$ cat src/sv/fpre_pkg.sv
`default_nettype none

package fpre_pkg;

  // Register window offsets.
  localparam logic [7:0] OFF_CTRL   = 8'h00;
  localparam logic [7:0] OFF_ADDR   = 8'h04;
  localparam logic [7:0] OFF_LEN    = 8'h08;
  localparam logic [7:0] OFF_STATUS = 8'h0C;
  localparam logic [7:0] OFF_DATA   = 8'h10;

  // Operation codes in the control register.
  localparam logic [3:0] OP_PROGRAM = 4'd1;
  localparam logic [3:0] OP_READ    = 4'd2;
  localparam logic [3:0] OP_ERASE   = 4'd3;

  localparam int unsigned CTRL_START_BIT = 8;

  // Status bit positions and the write-one-to-clear mask.
  localparam int unsigned STAT_BUSY  = 0;
  localparam int unsigned STAT_DONE  = 1;
  localparam logic [2:0]  STATUS_W1C = 3'b110;

  localparam logic [31:0] ALL_ONES = 32'hFFFF_FFFF;

  typedef enum logic [3:0] {
    S_CLEAR,
    S_IDLE,
    S_EXEC,
    S_SEEK,
    S_SWEEP,
    S_MEMRD,
    S_MEMWR,
    S_RESP
  } fpre_state_e;

  typedef struct packed {
    logic capture;
    logic exec;
    logic seek;
    logic sweep_start;
    logic sweep;
    logic clear;
    logic rd_capture;
    logic mem_wr;
    logic out_load;
  } fpre_cmd_t;

  typedef struct packed {
    logic erase_go;
    logic mem_rd;
    logic mem_wr;
    logic seek_done;
    logic seek_hit;
    logic sweep_last;
    logic clear_last;
    logic out_free;
  } fpre_sts_t;

endpackage

`default_nettype wire

$ cat src/sv/fpre_ctrl.sv
`default_nettype none

module fpre_ctrl (
  input  logic                clk_i,
  input  logic                rst_ni,
  input  logic                req_valid_i,
  output logic                req_ready_o,
  input  fpre_pkg::fpre_sts_t sts_i,
  output fpre_pkg::fpre_cmd_t cmd_o
);

  fpre_pkg::fpre_state_e state_q, state_d;

  always_ff @(posedge clk_i or negedge rst_ni) begin
    if (!rst_ni) begin
      state_q <= fpre_pkg::S_CLEAR;
    end else begin
      state_q <= state_d;
    end
  end

  always_comb begin
    state_d     = state_q;
    cmd_o       = '0;
    req_ready_o = 1'b0;
    case (state_q)
      fpre_pkg::S_CLEAR: begin
        cmd_o.clear = 1'b1;
        if (sts_i.clear_last) state_d = fpre_pkg::S_IDLE;
      end
      fpre_pkg::S_IDLE: begin
        req_ready_o = 1'b1;
        if (req_valid_i) begin
          cmd_o.capture = 1'b1;
          state_d       = fpre_pkg::S_EXEC;
        end
      end
      fpre_pkg::S_EXEC: begin
        cmd_o.exec = 1'b1;
        if (sts_i.erase_go) begin
          state_d = fpre_pkg::S_SEEK;
        end else if (sts_i.mem_rd) begin
          state_d = fpre_pkg::S_MEMRD;
        end else if (sts_i.mem_wr) begin
          state_d = fpre_pkg::S_MEMWR;
        end else begin
          state_d = fpre_pkg::S_RESP;
        end
      end
      fpre_pkg::S_SEEK: begin
        // One sector is checked per cycle while no sector is being swept; sectors below the range are stepped over.
        if (sts_i.seek_done) begin
          state_d = fpre_pkg::S_RESP;
        end else if (sts_i.seek_hit) begin
          cmd_o.sweep_start = 1'b1;
          state_d           = fpre_pkg::S_SWEEP;
        end else begin
          cmd_o.seek = 1'b1;
        end
      end
      fpre_pkg::S_SWEEP: begin
        cmd_o.sweep = 1'b1;
        if (sts_i.sweep_last) state_d = fpre_pkg::S_SEEK;
      end
      fpre_pkg::S_MEMRD: begin
        cmd_o.rd_capture = 1'b1;
        state_d          = fpre_pkg::S_RESP;
      end
      fpre_pkg::S_MEMWR: begin
        cmd_o.mem_wr = 1'b1;
        state_d      = fpre_pkg::S_RESP;
      end
      fpre_pkg::S_RESP: begin
        if (sts_i.out_free) begin
          cmd_o.out_load = 1'b1;
          state_d        = fpre_pkg::S_IDLE;
        end
      end
      default: begin
        state_d = fpre_pkg::S_IDLE;
      end
    endcase
  end

endmodule

`default_nettype wire

$ cat config.mk
export PLATFORM = sky130hd
export DESIGN_NAME = fpre_ctrl
export DESIGN_NICKNAME = d
export VERILOG_FILES = /design/src/sv/fpre_pkg.sv /design/src/sv/fpre_ctrl.sv
export SDC_FILE = /design/constraint.sdc
export NUM_CORES = 1
export LEC_CHECK = 0
export BUFFER_PORTS_ARGS = -buffer_cell sky130_fd_sc_hd__buf_2
export CAP_MARGIN = 15
export CORE_AREA = 2 2 39 41
export CTS_CLUSTER_SIZE = 28
export DETAILED_ROUTE_END_ITERATION = 12
export DIE_AREA = 0 0 41 43
export PLACE_DENSITY = 0.62
export SLEW_MARGIN = 20
export SYNTH_ARGS = -nofsm -noshare
export SYNTH_HDL_FRONTEND = slang
export SYNTH_SLANG_ARGS = --single-unit
$ cat constraint.sdc
create_clock -name clk_i -period 1.4 [get_ports clk_i]
set_input_delay 0.35 -clock clk_i [delete_from_list [all_inputs] [get_ports clk_i]]
set_output_delay 0.35 -clock clk_i [all_outputs]
set_load 0.03 [all_outputs]
==> impl_metrics.json <==
{
  "outcome": "finished, violations left",
  "violations": "setup timing",
  "arrival_ps": 1300,
  "hold_violations": 0,
  "fin_nets": 86,
  "hold_path_class": "in -> async",
  "cts_buffer_depth": 2,
  "grt_pass1_wl_um": 1731,
  "worst_hold_slack_ps": 439.5,
  "cts_buffers": 3,
  "drt_pass1_iterations": 2,
  "wl_um": 1117,
  "rows": 14,
  "regMostFlops": "state_q",
  "multi_input_area_um2": 364.1,
  "nFillCells": 126,
  "p_int_mw": 1.008,
  "p_seq_share_pct": 13.3,
  "drive_above_1_share_pct": 78.38,
  "ir_worst_vdd_uv": 1019,
  "start_util_pct": 24.14,
  "timing.setup.tns_ps": -1990,
  "synth_ff_type": "dfrtp_1",
  "drv_cap": 0,
  "cpLargestDelayFamily": "flip-flops",
  "finalCritPeriodShare_pct": 118.1,
  "largest_reg_flops": 3,
  "regArea_um2": 77.57,
  "period_minus_slack_ps": 1654,
  "ys_seq_area_share_pct": 22.47,
  "worst_path_most_repeated_cell": "buf_6",
  "critPathMaxFanout": 4,
  "diodes": 0,
  "setup_viol": 12,
  "port_buffers": 20,
  "syn-cell-area_um2": 334.1,
  "async_flop_share_pct": 100.0,
  "io_pins": 21,
  "drtIter0Drc": 2,
  "grt_use_total_pct": 14.87,
  "dp_hpwl_um": 800.7,
  "fp.dieArea_mm2": 0.001763,
  "syn_nets": 49,
  "die_x_um": 41,
  "path_cells": "buf_6, nor4b_4, buf_6",
  "fmax_mhz": 604.8,
  "vias": 436,
  "slowest_stage": "dfrtp_2",
  "grt_max_degree": 14,
  "p_per_area_mw_per_mm2": 2246,
  "pre_cts_ws_ps": -126.4,
  "power_mw": 1.804,
  "path_buf_inv": 2,
  "reg2reg_slack_ps": -190,
  "routabilityCongestion": 0.7266,
  "setup_slack_ps": -253.6,
  "combPwrFrac_pct": 78.1,
  "power_frac_clock_pct": 8.6,
  "dieHeight_um": 43,
  "core-area_mm2": 0.001384,
  "vias_per_cell": 4.844,
  "cp-start-kind": "flop",
  "slew_violations": 0,
  "layout_commonest_cell": "buf_6",
  "worstSetupEndpointType": "output pin",
  "insertion_delay_ps": 240,
  "synth_warnings": 0,
  "largest_registers": "state_q: 3 flops",
  "synth_edf_count": 0,
  "slowest_delay_ps": 460,
  "mostFrequentLayoutCells": "18 x buf_6, 10 x buf_2, 7 x buf_4",
  "syn_inst": 38,
  "antenna_found_initial": 0,
  "overflow": 0,
  "rsz0062_at_grt": "true",
  "cts.htree.levels": 1,
  "switching_share_pct": 44.13,
  "worstPathRequired_ps": 1050,
  "grt_pass1_vias": 433,
  "power.switching_mw": 0.7961,
  "wire_per_inst_um": 12.41,
  "numClockSinks": 3,
  "finClkSkew_ps": 3.380,
  "cts_tree": "built",
  "cts_root_buffer": "clkbuf_4",
  "clk_pin_slew_ps": 40,
  "yosysUniqueCellTypes": 25,
  "drtAntennaViolNets": 0,
  "ys_seq_elements": 3,
  "syn_avg_cell_area_um2": 8.791,
  "flow.area_growth_from_synthesis_pct": 140.4,
  "drc": 0,
  "p_leak_nw": 0.3645,
  "tightest_slew_ps": 257.5,
  "slew_headroom_pct": 82.34,
  "crit_type": "reg -> out"
}
-- final cells by class --
class,count,share of cell area [%]
Sequential cell,3,9.657
Timing Repair Buffer,36,39.25
Multi-Input combinational cell,31,45.33
Tap cell,16,2.492
Clock buffer,4,3.271
-- final timing paths --
kind                       depth (start not counted)                   start                endpoint
max                                                3  state_q[2]$_DFFE_PN0P_                cmd_o[5]
min                                                2                  rst_ni  state_q[0]$_DFFE_PN0P_
max reg2reg                                        6  state_q[0]$_DFFE_PN0P_  state_q[1]$_DFFE_PN0P_
min reg2reg                                        2  state_q[2]$_DFFE_PN0P_  state_q[2]$_DFFE_PN0P_
max in group asynchronous                          2                  rst_ni  state_q[2]$_DFFE_PN0P_
min in group clk_i                                 4                sts_i[0]  state_q[2]$_DFFE_PN0P_
-- per-stage QoR --
stage	std cells	instance area, µm²	util (%)
2_1_floorplan	38	426.7	-
3_3_place_gp	81	591.8	42.77
3_5_place_dp	81	591.8	42.77
4_1_cts	90	720.7	52.08
5_1_grt	90	803.3	58.05
6_report	90	803.3	58.05
-- power by group through the flow --
| stage | registers, mW | clock network (mW) | logic (mW) |
|---|---|---|---|
| 2_1_floorplan | 0.200 | 0 | 0.746 |
| 3_3_place_gp | 0.205 | 0 | 0.989 |
| 3_5_place_dp | 0.210 | 0 | 1.01 |
| 4_1_cts | 0.225 | 0.164 | 1.21 |
| 5_1_grt | 0.248 | 0.172 | 1.49 |
| 6_report | 0.241 | 0.155 | 1.41 |
-- what timing repair did --
action	in CTS	in global routing
gates cloned	0	0
resized for setup	20	22
endpoints found under the hold margin	3	0
buffers inserted	4	1
pin swaps	5	5
hold buffers	1	0
endpoints found under the setup margin	12	13
-- synthesized netlist by cell type, drive strengths merged, types with 2 or more instances --
cell | n | area, µm²
mux2 | 2 | 22.52
clkbuf | 2 | 7.510
nand2 | 3 | 11.26
dfrtp | 3 | 75.07
nand2b | 3 | 18.77
nor3b | 2 | 15.01
o21ai | 2 | 13.76
and3b | 2 | 17.52
a31oi | 2 | 12.51
nor2 | 2 | 7.510
and3 | 2 | 12.51
-- logic make-up (layout without fill, tap and decap cells) --
logic type             count (synthesis)  in the layout  share of synthesized area (%)
buffers and inverters                  4             40                          8.241
and+or+nand+nor                       20             20                          40.82
muxes                                  3              3                          9.737
AOI/OAI and AO/OA                      8              8                          18.72
DFF                                    3              3                          22.47
-- per-layer routing --
| metal | routed length, µm | up-vias | track usage, % |
|---|---|---|---|
| met2 | 630 | 14 | 26.25 |
| li1 | - | 218 | - |
| met3 | 33 | 4 | 1.571 |
| met4 | 42 | 0 | 12.67 |
| met5 | 0 | - | 0 |
| met1 | 411 | 200 | 13.55 |
Power figures use the tool's default switching activity.
